### src/sv/cross_correlation_phase_meter_defines.svh
// Assertion macros used by the top module of the phase meter.
`ifndef CROSS_CORRELATION_PHASE_METER_DEFINES_SVH
`define CROSS_CORRELATION_PHASE_METER_DEFINES_SVH

`ifndef SYNTHESIS
`define CXPM_ASSERT(lbl, clk, rst, prop, msg) \
   lbl: assert property (@(posedge clk) disable iff (rst) prop) else $error(msg);
`define CXPM_ASSERT_ALWAYS(lbl, clk, prop, msg) \
   lbl: assert property (@(posedge clk) prop) else $error(msg);
`else
`define CXPM_ASSERT(lbl, clk, rst, prop, msg)
`define CXPM_ASSERT_ALWAYS(lbl, clk, prop, msg)
`endif

`endif

### src/sv/cxpm_ram.sv
module cxpm_ram #(
   parameter int WIDTH = 16,
   parameter int DEPTH = 256
) (
   input  logic                     clock,
   input  logic                     we,
   input  logic [$clog2(DEPTH)-1:0] waddr,
   input  logic [WIDTH-1:0]         wdata,
   input  logic [$clog2(DEPTH)-1:0] raddr,
   output logic [WIDTH-1:0]         rdata
);

   logic [WIDTH-1:0] mem_ff [DEPTH];
   logic [WIDTH-1:0] rdata_ff;

   always_ff @(posedge clock) begin
      if (we) begin
         mem_ff[waddr] <= wdata;
      end
      rdata_ff <= mem_ff[raddr];
   end

   assign rdata = rdata_ff;

endmodule

### config.mk
export PLATFORM = sky130hd
export DESIGN_NAME = cxpm_ram
export DESIGN_NICKNAME = d
export VERILOG_FILES = /design/src/sv/cross_correlation_phase_meter_defines.svh /design/src/sv/cxpm_ram.sv
export SDC_FILE = /design/constraint.sdc
export NUM_CORES = 2
export LEC_CHECK = 0
export ABC_CLOCK_PERIOD_IN_PS = 3900
export BUFFER_PORTS_ARGS = -buffer_cell sky130_fd_sc_hd__buf_2
export CAP_MARGIN = 20
export CORE_MARGIN = 2
export CORE_UTILIZATION = 30
export CTS_BUF_LIST = sky130_fd_sc_hd__clkbuf_4
export CTS_CLUSTER_DIAMETER = 150
export DETAILED_ROUTE_END_ITERATION = 10
export GPL_ROUTABILITY_DRIVEN = 0
export MAX_ROUTING_LAYER = met4
export PLACE_DENSITY = 0.43
export SYNTH_ARGS = -nofsm -noshare
export SYNTH_HDL_FRONTEND = slang
export SYNTH_SLANG_ARGS = --single-unit
### constraint.sdc
create_clock -name clock -period 3.9 [get_ports clock]
set_input_delay 0.975 -clock clock [delete_from_list [all_inputs] [get_ports clock]]
set_output_delay 0.975 -clock clock [all_outputs]
set_load 0.03 [all_outputs]
======== After elaboration in Yosys (flattened, before gate mapping) ========
Memory sizes are Yosys's and may differ from the RTL's. A register that Yosys moved wholly into a read port is not among the register bits.
Index checks and enable logic that the tools add are counted.
cells by class
  multiplexer cells ....................... 2
operators by type and width
  cell    number
  $mux 1  2
word-level totals
  logic and storage cells ................. 3
  register bits ........................... 0
  output and inout bits ................... 16
  memory bits (writable) .................. 4096
  bits of input ports ..................... 34
  memories ................................ 1
memory list
  memory  words  width  read ports  clocked after Yosys merged registers in  write ports  RTL line        source
  mem_ff  256    16     1           1                                        1            cxpm_ram.sv:13  logic [WIDTH-1:0] mem_ff [DEPTH];

======== Logic depth before layout (Yosys ltp) ========
  depth in word-level cells ............... 2
  gate-level depth with buffers ........... 12
  depth with buffers taken out ............ 6

======== Worst setup path after synthesis ========
OpenSTA, ideal clock, no wires.
  path kind ............................... input to register
  start point ............................. input port waddr[3]
  end point ............................... memory mem_ff[235][0] (enable)
  stages on the path ...................... 6
  required time ........................... 3.512 ns
  arrival ................................. 2.752 ns
  path slack .............................. 0.760 ns
  buffers on the path ..................... 3
  setup time .............................. 0.388 ns
  cell sequence ........................... clkbuf_1 nor2b_1 clkbuf_1 nand4_1 clkbuf_1 nor2_1
RTL lines
  what                RTL line        source
  start: declaration  cxpm_ram.sv:7   input logic [$clog2(DEPTH)-1:0] waddr,
  end: declaration    cxpm_ram.sv:13
Straight into the memory's write port.

======== Worst setup path in the final report ========
  start point ............................. register rdata_ff[0], in the netlist rdata[0] (read register of mem_ff)
  end point ............................... output port rdata[0]
RTL lines
  what                RTL line        source
  start: declaration  cxpm_ram.sv:14  logic [WIDTH-1:0] rdata_ff;
  end: declaration    cxpm_ram.sv:10  output logic [WIDTH-1:0] rdata
No word-level cell between the ends.

==> impl_metrics.toml <==
[clocking]
clkLatencyLatePin_ns = 1.73
postCtsSetupBuffers = 0
clk_pin_slew_ns = 0.06
htree_levels = 7
cts_buffers = 1174
clockBufferDepth = 5
cts-root-buf = "clkbuf_4"
cts_sinks = 4112
cts_tree = "done"

[synthesis]
synthFlopType = "edfxtp_1"
synthArstFlopShare_pct = 0
yosys_warnings = 0
synth_cell_types = 52
ys_seq_area_share_pct = 77.7
synth_top_area_share_pct = 77.5
netlist_top_cells_area = "edfxtp_1 77%, mux4_2 11%, mux2i_1 3.6%"
yosys.area.top_type = "edfxtp_1"
syn-num-nets = 7394
synth_cells = 7360
synth_edf_count = 4096
ys_ff_latch = 4112
avgSynthCellArea_sq_um = 21.6
syn_area_sq_um = 159000

[power]
p_seq_share_pct = 53.1
leakage_nw = 62.6
p_sw_mw = 21.1
internal-power_mw = 70.8
powerDensity_nw_per_um2 = 483
peakVddDrop_mv = 0.311
comb_power_share_pct = 6.1
swShare_pct = 23.0
clockPowerShare_pct = 40.8

[floorplan]
core_area_sq_um = 528000
die-area_sq_um = 535000
die_h_microns = 731
io_pins = 50
initial_core_util_pct = 30.1
die_x_microns = 731
rows = 267

[setup_path]
path_depth = 1
cp_top_family = "flip-flops"
crit_start = "rdata[0]"
crit_arrival_ns = 2.65
crit_buf_inv = 1
reg2reg_depth = 6
crit_path_max_incr_delay_ns = 0.60
timing.rr.end = "rdata[3]"
critPathKind = "register to primary output"
crit_path_start_kind = "register"
slowest_stage = "dfxtp_1"
rr_startpoint = "mem_ff[20][3]"
required_ns = 2.92
crit_path_end = "rdata[0]"
crit_chain = "buf_2"
end_kind = "primary output"
rrSetupSlack_ns = 0.99
crit_fanout = 1

[detailed_routing]
routed_wl_microns = 504000
vias = 85200
route.detailed.drc = 0
drtPass1Iterations = 5
antenna_left = 0
avgViaCountPerCell = 5.00
routedWlPerCell_microns = 29.6
drt-initial-drc-count = 7850

[min_path]
hold_class = "input pin to register"
worstHoldStart = "wdata[5]"

[timing]
fmax_mhz = 276
fin_hold_ws_ns = 0.305
final-setup-viol-count = 0
tightestPinTransition_ns = 1.31
hold_viol = 0
min_period_over_period_pct = 92.9
rsz0062_at_grt = "false"
relSlewSlack_pct = 12.4
setup_tns_ns = 0
finalMaxSlewViolations = 0
min_period_ns = 3.62
setup_slack_ns = 0.276
finClkSkew_ns = 0.0955

[global_routing]
grt-ovfl-total = 0
grt_pass1_vias = 89200
grt_pass1_wl_microns = 698000
antenna_found_initial = 46
track_usage_pct = 19.4
grt_max_degree = 125

[cells_and_area]
area_delta_synth_final_pct = 20.0
nets = 9322
final_area_sq_um = 191000
layout-drive-gt1-share_pct = 39.8
stdcell_count = 17000

[placement]
dp.final_hpwl_microns = 313000
placed_cells = 15100
place_ws_ns = -0.841
port_buffers = 49
place_area_sq_um = 177000

[run]
cap_violations = 0

[outcome]
status = "finished clean"
layout by cell type (no fill, tap or decap), types with 9 or more instances in the layout:
| master | Yosys | final |
|---|---|---|
| mux2i_1 | 565 | 565 |
| o31ai_1 | 16 | 16 |
| buf_2 | 76 | 28 |
| a221oi_1 | 28 | 28 |
| nor4_1 | 17 | 17 |
| o22ai_1 | 148 | 148 |
| nor2_1 | 304 | 142 |
| clkinv_1 | 0 | 173 |
| o32ai_2 | 1 | 12 |
| a22o_1 | 32 | 32 |
| dlygate4sd3_1 | 0 | 34 |
| dfxtp_1 | 16 | 15 |
| nor2b_1 | 9 | 9 |
| o221ai_1 | 252 | 252 |
| mux4_2 | 797 | 797 |
| clkbuf_4 | 0 | 1676 |
| nand4_1 | 26 | 26 |
| nand2_1 | 38 | 37 |
| buf_12 | 5 | 181 |
| inv_2 | 1 | 26 |
| and3_1 | 11 | 11 |
| buf_4 | 26 | 941 |
| clkinv_2 | 0 | 15 |
| a22oi_1 | 43 | 43 |
| diode_2 | 0 | 20 |
| a211oi_1 | 18 | 18 |
| mux2_2 | 88 | 88 |
| nor3_1 | 92 | 87 |
| o21ai_0 | 37 | 37 |
| nand3_1 | 35 | 26 |
| a21oi_1 | 175 | 175 |
| buf_8 | 11 | 17 |
| nor2_2 | 0 | 161 |
| o32ai_1 | 20 | 9 |
| edfxtp_1 | 4096 | 4096 |
| nand3_2 | 0 | 9 |
worst register-to-register path, stage by stage, from the launching register on:
cell      delay, ns
edfxtp_1       0.36
mux4_2         0.47
mux4_2         0.56
a22o_1         0.45
o32ai_2        0.73
buf_12         0.18
nor4_1         0.04
per-layer routing:
layer / vias to the layer above / part of all wire (%) / track usage [%]
li1: 35900 / - / -
met1: 45700 / 44 / 25.4
met2: 2945 / 49 / 30.6
met3: 644 / 5.6 / 3.84
met4: 0 / 2.1 / 5.86
met5: - / 0 / -
how the worst min path moves through the flow:
stage | endpoint | slack, ns | cells past startpoint
after floorplan | rdata[1] | 0.85 | 6
after global placement | rdata[4] | 1.04 | 5
after detailed placement | rdata[4] | 1.06 | 5
after CTS | mem_ff[95][15] | 0.08 | 2
after global routing | mem_ff[85][10] | 0.16 | 2
final | mem_ff[166][5] | 0.30 | 2
synthesized netlist by cell type (11+ instances only):
| library cell | instances |
|---|---|
| o221ai_1 | 252 |
| nand2_1 | 38 |
| buf_1 | 27 |
| buf_8 | 11 |
| nor4_1 | 17 |
| buf_6 | 77 |
| mux2i_1 | 565 |
| nand4_1 | 26 |
| nand3_1 | 35 |
| mux4_2 | 797 |
| o22ai_1 | 148 |
| a211oi_1 | 18 |
| mux2_2 | 88 |
| nor3_1 | 92 |
| edfxtp_1 | 4096 |
| a21oi_1 | 175 |
| clkbuf_1 | 230 |
| and3_1 | 11 |
| a22o_1 | 32 |
| o31ai_1 | 16 |
| buf_4 | 26 |
| buf_2 | 76 |
| o21ai_0 | 37 |
| dfxtp_1 | 16 |
| a22oi_1 | 43 |
| nor2_1 | 304 |
| o32ai_1 | 20 |
| a221oi_1 | 28 |
repair_timing:
| action | 4_1_cts | 5_1_grt |
|---|---|---|
| resized for setup | 1 | 0 |
| hold buffers | 34 | 0 |
| endpoints found under the hold margin | 3795 | 0 |
| endpoints found under the setup margin | 1 | 0 |
state kept, by name (all words and copies together) (netlist names):
register  cells
rdata        16
mem_ff     4096
layout make-up:
| type | instances | area (sq um) |
|---|---|---|
| Sequential cell | 4112 | 123000 |
| Timing Repair Buffer | 1204 | 11500 |
| Inverter | 4 | 27.5 |
| Clock inverter | 221 | 1040 |
| Multi-Input combinational cell | 2792 | 33300 |
| Antenna cell | 20 | 50.0 |
| Fill cell | 49300 | 337000 |
| Tap cell | 6994 | 8750 |
| Clock buffer | 1676 | 12600 |
kinds of logic (layout without fill, tap and decap cells):
| family | after synthesis | in the layout | share of synthesized area [%] |
|---|---|---|---|
| muxes | 1450 | 1450 | 15.5 |
| and+or+nand+nor | 556 | 556 | 1.57 |
| DFF | 4112 | 4112 | 77.7 |
| AOI/OAI and AO/OA | 786 | 786 | 3.54 |
| other | 0 | 20 | 0 |
| buffers and inverters | 456 | 3105 | 1.69 |
through the flow:
step | utilization (%) | power (mW)
3_5_place_dp | 33.4 | 55.4
4_1_cts | 36.1 | 93.4
2_1_floorplan | - | 52.2
6_report | 36.1 | 92.0
5_1_grt | 36.1 | 95.9
3_3_place_gp | 33.4 | 55.4
power by group through the flow:
stage	logic (mW)	clock network (mW)	registers (mW)
finish	5.62	37.6	48.8
CTS	5.72	38.9	48.8
global route	5.91	41.2	48.8
global placement	5.62	0	49.7
floorplan	2.40	0	49.8
detailed placement	5.68	0	49.7
No activity file was read; power rests on OpenSTA's default activity.
