`src/sv/cross_correlation_phase_meter_defines.svh`:
```
// Assertion macros used by the top module of the phase meter.
`ifndef CROSS_CORRELATION_PHASE_METER_DEFINES_SVH
`define CROSS_CORRELATION_PHASE_METER_DEFINES_SVH

`ifndef SYNTHESIS
`define CXPM_ASSERT(lbl, clk, rst, prop, msg) \
   lbl: assert property (@(posedge clk) disable iff (rst) prop) else $error(msg);
`define CXPM_ASSERT_ALWAYS(lbl, clk, prop, msg) \
   lbl: assert property (@(posedge clk) prop) else $error(msg);
`else
`define CXPM_ASSERT(lbl, clk, rst, prop, msg)
`define CXPM_ASSERT_ALWAYS(lbl, clk, prop, msg)
`endif

`endif

```
`src/sv/cxpm_pkg.sv`:
```
package cxpm_pkg;

   localparam int FRAME_LENGTH = 256;
   localparam int ADDR_W       = $clog2(FRAME_LENGTH);
   localparam int LAG_COUNT    = 2 * FRAME_LENGTH - 1;
   localparam int LAG_CNT_W    = $clog2(LAG_COUNT);
   localparam int LAG_W        = $clog2(FRAME_LENGTH) + 1;

   localparam int SAMPLE_W     = 16;
   localparam int PROD_W       = 2 * SAMPLE_W;
   localparam int ACC_W        = 48;
   localparam int DPL_W        = 24;
   localparam int PHASE_W      = 32;
   localparam int PEAK_W       = 9;
   localparam int PH_W         = LAG_W + DPL_W + 1;
   localparam int RND_W        = PH_W + 1;
   localparam int SAT_W        = 64;

   // Control that travels with each product through the correlation pipeline.
   typedef struct packed {
      logic                 valid;
      logic                 last;
      logic [LAG_CNT_W-1:0] lag_idx;
   } cxpm_mac_ctl_type;

endpackage

```
`src/sv/cxpm_mac.sv`:
```
module cxpm_mac
   import cxpm_pkg::*;
(
   input  logic                 clock,
   input  logic                 reset,
   input  logic                 clear,
   input  cxpm_mac_ctl_type     ctl,
   input  logic [SAMPLE_W-1:0]  a_data,
   input  logic [SAMPLE_W-1:0]  b_data,
   output logic                 pending,
   output logic [LAG_CNT_W-1:0] best_idx
);

   logic signed [PROD_W-1:0] prod_ff, prod_in;
   cxpm_mac_ctl_type         ctl2_ff, ctl2_in;
   logic signed [ACC_W-1:0]  acc_ff, acc_in;
   logic signed [ACC_W-1:0]  best_ff, best_in;
   logic [LAG_CNT_W-1:0]     best_idx_ff, best_idx_in;
   logic signed [ACC_W-1:0]  sum;

   always_comb begin
      prod_in     = prod_ff;
      ctl2_in     = ctl;
      acc_in      = acc_ff;
      best_in     = best_ff;
      best_idx_in = best_idx_ff;
      sum         = acc_ff + ACC_W'(prod_ff);

      if (ctl.valid) begin
         prod_in = $signed(a_data) * $signed(b_data);
      end

      if (clear) begin
         acc_in      = '0;
         // The most negative value loses to any real correlation sum.
         best_in     = {1'b1, {(ACC_W-1){1'b0}}};
         best_idx_in = '0;
      end else if (ctl2_ff.valid) begin
         if (ctl2_ff.last) begin
            acc_in = '0;
            // Strictly greater keeps the lowest lag on ties.
            if (sum > best_ff) begin
               best_in     = sum;
               best_idx_in = ctl2_ff.lag_idx;
            end
         end else begin
            acc_in = sum;
         end
      end
   end

   always_ff @(posedge clock) begin
      if (reset) begin
         ctl2_ff <= '0;
      end else begin
         ctl2_ff <= ctl2_in;
      end
      prod_ff     <= prod_in;
      acc_ff      <= acc_in;
      best_ff     <= best_in;
      best_idx_ff <= best_idx_in;
   end

   assign pending  = ctl2_ff.valid;
   assign best_idx = best_idx_ff;

endmodule

```
`config.mk`:
```
export PLATFORM = sky130hd
export DESIGN_NAME = cxpm_mac
export DESIGN_NICKNAME = d
export VERILOG_FILES = /design/src/sv/cross_correlation_phase_meter_defines.svh /design/src/sv/cxpm_pkg.sv /design/src/sv/cxpm_mac.sv
export SDC_FILE = /design/constraint.sdc
export NUM_CORES = 1
export LEC_CHECK = 0
export ABC_CLOCK_PERIOD_IN_PS = 7110
export BUFFER_PORTS_ARGS = -buffer_cell sky130_fd_sc_hd__buf_4
export CAP_MARGIN = 25
export CORE_MARGIN = 3
export CORE_UTILIZATION = 59
export DETAILED_ROUTE_END_ITERATION = 7
export MAX_ROUTING_LAYER = met4
export PLACE_DENSITY_LB_ADDON = 0.2
export SETUP_SLACK_MARGIN = 0.15
export SLEW_MARGIN = 5
export SYNTH_ARGS = -nofsm -noshare
export SYNTH_HDL_FRONTEND = slang
export SYNTH_SLANG_ARGS = --single-unit
export TNS_END_PERCENT = 20
```
`constraint.sdc`:
```
create_clock -name clock -period 7.11 [get_ports clock]
set_clock_uncertainty 0.2 [all_clocks]
set_input_delay 1.422 -clock clock [delete_from_list [all_inputs] [get_ports clock]]
set_output_delay 1.422 -clock clock [all_outputs]
set_load 0.01 [all_outputs]
```
After elaboration in Yosys (flattened, before gate mapping)
Index checks and enable logic that the tools add are counted.
- $add $sub $neg: 1
- multiply operators: 1
- order comparisons: 1
- mux-type cells: 1
- reductions and logical operators: 1
- operators by type and width (kind ; count):
    $add 48x32->48 ; 1
    $gt 48x48->1 ; 1
    $mux 48 ; 1
    $mul 16x16->32 ; 1
    $reduce_and 3->1 ; 1
- register bits: 148
- bits of input ports: 46
- output and inout port bits: 10
- word-level logic and storage cells: 12

Depth between registers and ports, before layout
- depth in word-level cells: 3
- mapped depth: 24
- mapped depth without buffers: 23

Worst setup path after synthesis
OpenSTA, ideal clock, no wires.
- kind: input port to flip-flop
- start point: input port a_data[11]
- end point: register prod_ff[25] (data pin)
- library setup time: 261 ps
- arrival time: 7053 ps
- data required time: 6649 ps
- path slack: -404 ps
- stages: 19
- buffers on the path: 1
- path through: clkbuf_1 nand2_1 fa_1 fa_1 fa_1 inv_1 fa_1 fa_1 inv_1 fa_1 inv_1 ha_1 and4_1 and2_1 a221o_1 a31o_2 a2111oi_4 o21bai_1 o311a_1
- cells in the longest elaborated chain, start to end: 1
- RTL lines (item ; RTL line ; RTL):
    from (decl) ; cxpm_mac.sv:8 ; input logic [SAMPLE_W-1:0] a_data,
    $mul 16x16->32 ; cxpm_mac.sv:30 ; prod_in = $signed(a_data) * $signed(b_data);
    to (signal assigned) ; cxpm_mac.sv:58 ; prod_ff <= prod_in;
    to (decl) ; cxpm_mac.sv:14 ; logic signed [PROD_W-1:0] prod_ff, prod_in;
No other way between the ends.
A chain may end at the register's enable or synchronous reset.

Final worst setup path
- start point: input port a_data[7]
- end point: register prod_ff[31] (data pin)
Same word-level chain as after synthesis.

==> results.txt <==
outcome - completed
max_cap viols - 0
gr usage total - 27.75%
min setup slack post-route - 0.2359 ns
Worst Tran Pin Value - 0.9375 ns
Clock Tree Buf Depth - 2
post-detail-place hpwl - 36.05 mm
diode count - 0
1st-pass router iterations - 5
Yosys cell types - 78
Final Slew Violations - 0
die area - 34360 um^2
min-delay worst type - reg -> reg
synthesized cell area - 18980 um^2
Antenna Violating Nets Remaining - 0
area of the multi-input gates - 14080 um^2
Post-Syn Area per Cell - 8.825 um^2
unrepaired setup endpoints after global routing - yes
Die X - 185.4 um
Final Net Count - 2730
Post-synth EDFFs - 32
largest cells by area after synthesis - fa_1 (28%), dfxtp_1 (12%), ha_1 (12%), inv_1 (7.4%), edfxtp_1 (5.1%)
worst path cell trace - buf_4 -> and2_4 -> fa_1 -> inv_2 -> fa_1 -> fa_2 -> fa_1 -> inv_2 -> fa_1 -> inv_2 -> fa_1 -> inv_2 -> ha_4 -> and4_4 -> and2_4 -> a221o_1 -> a31o_4 -> buf_6 -> a21o_1 -> a211oi_2 -> a21oi_1 -> xnor2_1
leading register cell type out of synthesis - dfxtp_1
Skew-Pair Late Insertion Delay - 0.43 ns
critical path data arrival time - 6.85 ns
grt ovf - 0
slowest stage cell, crit path - fa_1
largest net degree at the start of global routing - 103
# hold bufs at CTS - 0
Yosys top cell area share - 27.74%
Most common cell on crit path - fa_1
crit share post-route - 96.68%
Iter 0 DRT Violations - 904
Via-to-Cell Ratio - 5.652
Initial Util - 60.00%
Final Hold Viols - 0
Reg area - 3283 um^2
met3 WL post-DR - 1.936 mm
fmax - 145.5 MHz
# fillers - 2602
minimum clock period after layout - 6.874 ns
Setup CP Type - in -> reg
wire per inst - 16.86 um
Synth area leader - fa_1
num rows - 65
Critical Path Fanout Max - 5
Worst Setup End Kind - flip-flop
Setup WS pre-CTS - -0.3292 ns
required time of the worst setup path - 7.09 ns
final setup vio count - 0
DR DRC count - 0
Final GP Congestion - 0.9192
clk slew on worst S/H paths - 0.07 ns
initial antenna violation count - 0
sequential share of the synthesized area - 17.30%
CTS tree - built
CP max stage delay - 0.55 ns
H-tree depth reported by CTS - 4
crit start category - primary input
Die Y - 185.4 um
vias post-DR - 15030
register bit count reported by yosys - 148
Syn Nets - 2637
layout cell share with drive strength beyond 1 - 11.92%
global-route wire length before repair - 75.49 mm
Slew HR - 37.50%
DRT Wirelength - 44.84 mm
I/O pins - 56
area delta synth->final - 11.94%
WL met1 - 19.86 mm
core area - 31640 um^2
CTS Root Cell - clkbuf_16
via count of the first global-routing pass - 15580
top layer reached by signal wires - met4
port buffer count - 55
Num CTS Buffers - 17
Synth warnings - 0
Num Clock Sinks - 148
Post-Synthesis Cells - 2151
Async SR Flop Fraction - 0%
WL met2 - 21.84 mm
-- area by class of cell --
class	count	area share (%)
tap	402	2.367
timing repair buffer	170	6.489
clock inverter	14	0.7243
clock buffer	18	2.120
inverter	374	6.607
multi-input combinational	1533	66.24
sequential	148	15.45
-- registers in the layout, indices dropped and copies added, names as in the netlist --
signal,count
acc_ff,48
pending,1
prod_ff,32
best_ff,48
best_idx,9
ctl2_ff,10
-- per-layer routing --
| layer | GRT usage [%] | vias to the layer above |
|---|---|---|
| li1 | - | 7205 |
| met3 | 2.357 | 93 |
| met4 | 8.463 | 0 |
| met5 | - | - |
| met2 | 46.52 | 382 |
| met1 | 36.17 | 7349 |
-- worst max-delay path, delay by kind of cell --
family | cells | cell delay (ns)
adder cells (fa/ha/maj) | 7 | 3.30
AO/OA/AOI/OAI | 5 | 1.11
AND/OR/NAND/NOR | 3 | 0.47
buffers and inverters | 6 | 0.42
XOR/XNOR | 1 | 0.14
-- what timing repair did --
action / CTS / global route
pin swaps: 0 / 14
gates resized for setup: 1 / 26
buffers inserted: 0 / 2
setup endpoints to repair: 1 / 10
-- cell usage after synthesis (3+ instances only) --
library cell	instances
o221ai_1	4
nand4_1	22
a211oi_1	11
a21boi_0	3
nor2_1	98
ha_1	177
a311oi_1	4
buf_2	7
inv_1	373
a31oi_1	14
o21a_1	7
and2_1	130
nor3_1	20
a2111oi_0	4
nand3_1	68
and3_1	9
o32ai_1	7
o31ai_1	4
dfxtp_1	116
clkbuf_2	4
or3_1	5
nand3b_1	4
xnor2_1	47
a21oi_1	127
a211o_1	3
edfxtp_1	32
a21o_1	62
o21ai_0	88
clkbuf_1	78
nand2b_1	13
xor2_1	26
o21bai_1	10
nor2b_1	21
o22ai_1	5
a221o_1	3
clkbuf_8	3
a22oi_1	36
nand2_1	177
buf_1	3
o211ai_1	8
o21ai_1	3
fa_1	263
a31o_2	3
-- layout by cell type, fill, tap and decap left out, drive strengths merged, types with 9 or more instances in the layout --
cell type | netlist | layout
inv | 374 | 382
and2 | 131 | 131
clkbuf | 85 | 18
nor3 | 20 | 20
nor2b | 21 | 21
a31oi | 15 | 15
edfxtp | 32 | 32
a21oi | 129 | 129
xnor2 | 47 | 47
nand2b | 13 | 13
ha | 177 | 177
and3 | 9 | 9
xor2 | 26 | 26
o21bai | 10 | 10
fa | 263 | 263
a21o | 64 | 64
o21ai | 91 | 91
a211oi | 12 | 12
buf | 11 | 170
nand3 | 68 | 68
nor2 | 100 | 100
o211ai | 10 | 10
nand4 | 22 | 22
dfxtp | 116 | 116
a22oi | 36 | 36
nand2 | 177 | 177
-- final timing paths --
check,start,to,slack [ns],cells past startpoint
setup / recovery,a_data[7],prod_ff[31]$_DFFE_PP_,0.24,22
hold / removal,ctl2_ff[3]$_SDFF_PP0_,best_idx[3]$_SDFFE_PP0P_,0.26,2
setup reg to reg,prod_ff[0]$_DFFE_PP_,best_ff[39]$_SDFFE_PP0P_,0.58,22
hold reg to reg,ctl2_ff[3]$_SDFF_PP0_,best_idx[3]$_SDFFE_PP0P_,0.26,2
-- through the flow --
| step | std cells | TNS, ns | hold WS [ns] | utilization [%] | instance area [um^2] |
|---|---|---|---|---|---|
| final | 2659 | 0 | 0.2557 | 67.17 | 21250 |
| after global routing | 2659 | 0 | 0.2797 | 67.17 | 21250 |
| after CTS | 2656 | 0 | 0.2560 | 66.72 | 21110 |
| after detailed placement | 2624 | -2.231 | 0.2466 | 64.81 | 20500 |
| after global placement | 2624 | -1.429 | 0.2367 | 64.81 | 20500 |
| after floorplan | 2151 | -0.08161 | 0.2340 | - | 19110 |
-- logic make-up (layout without fill, tap and decap cells) --
group	count (synthesis)	in the layout	share of synthesized area [%]
and+or+nand+nor	585	585	15.32
adders and majority gates	440	440	39.40
buffers and inverters	470	576	9.544
AOI/OAI and AO/OA	435	435	15.07
DFF	148	148	17.30
xor gates and xnor gates	73	73	3.368
Power is left out: the tool's default activity adds up to more than one toggle a clock period on the data nets, which glitch-free logic cannot reach.
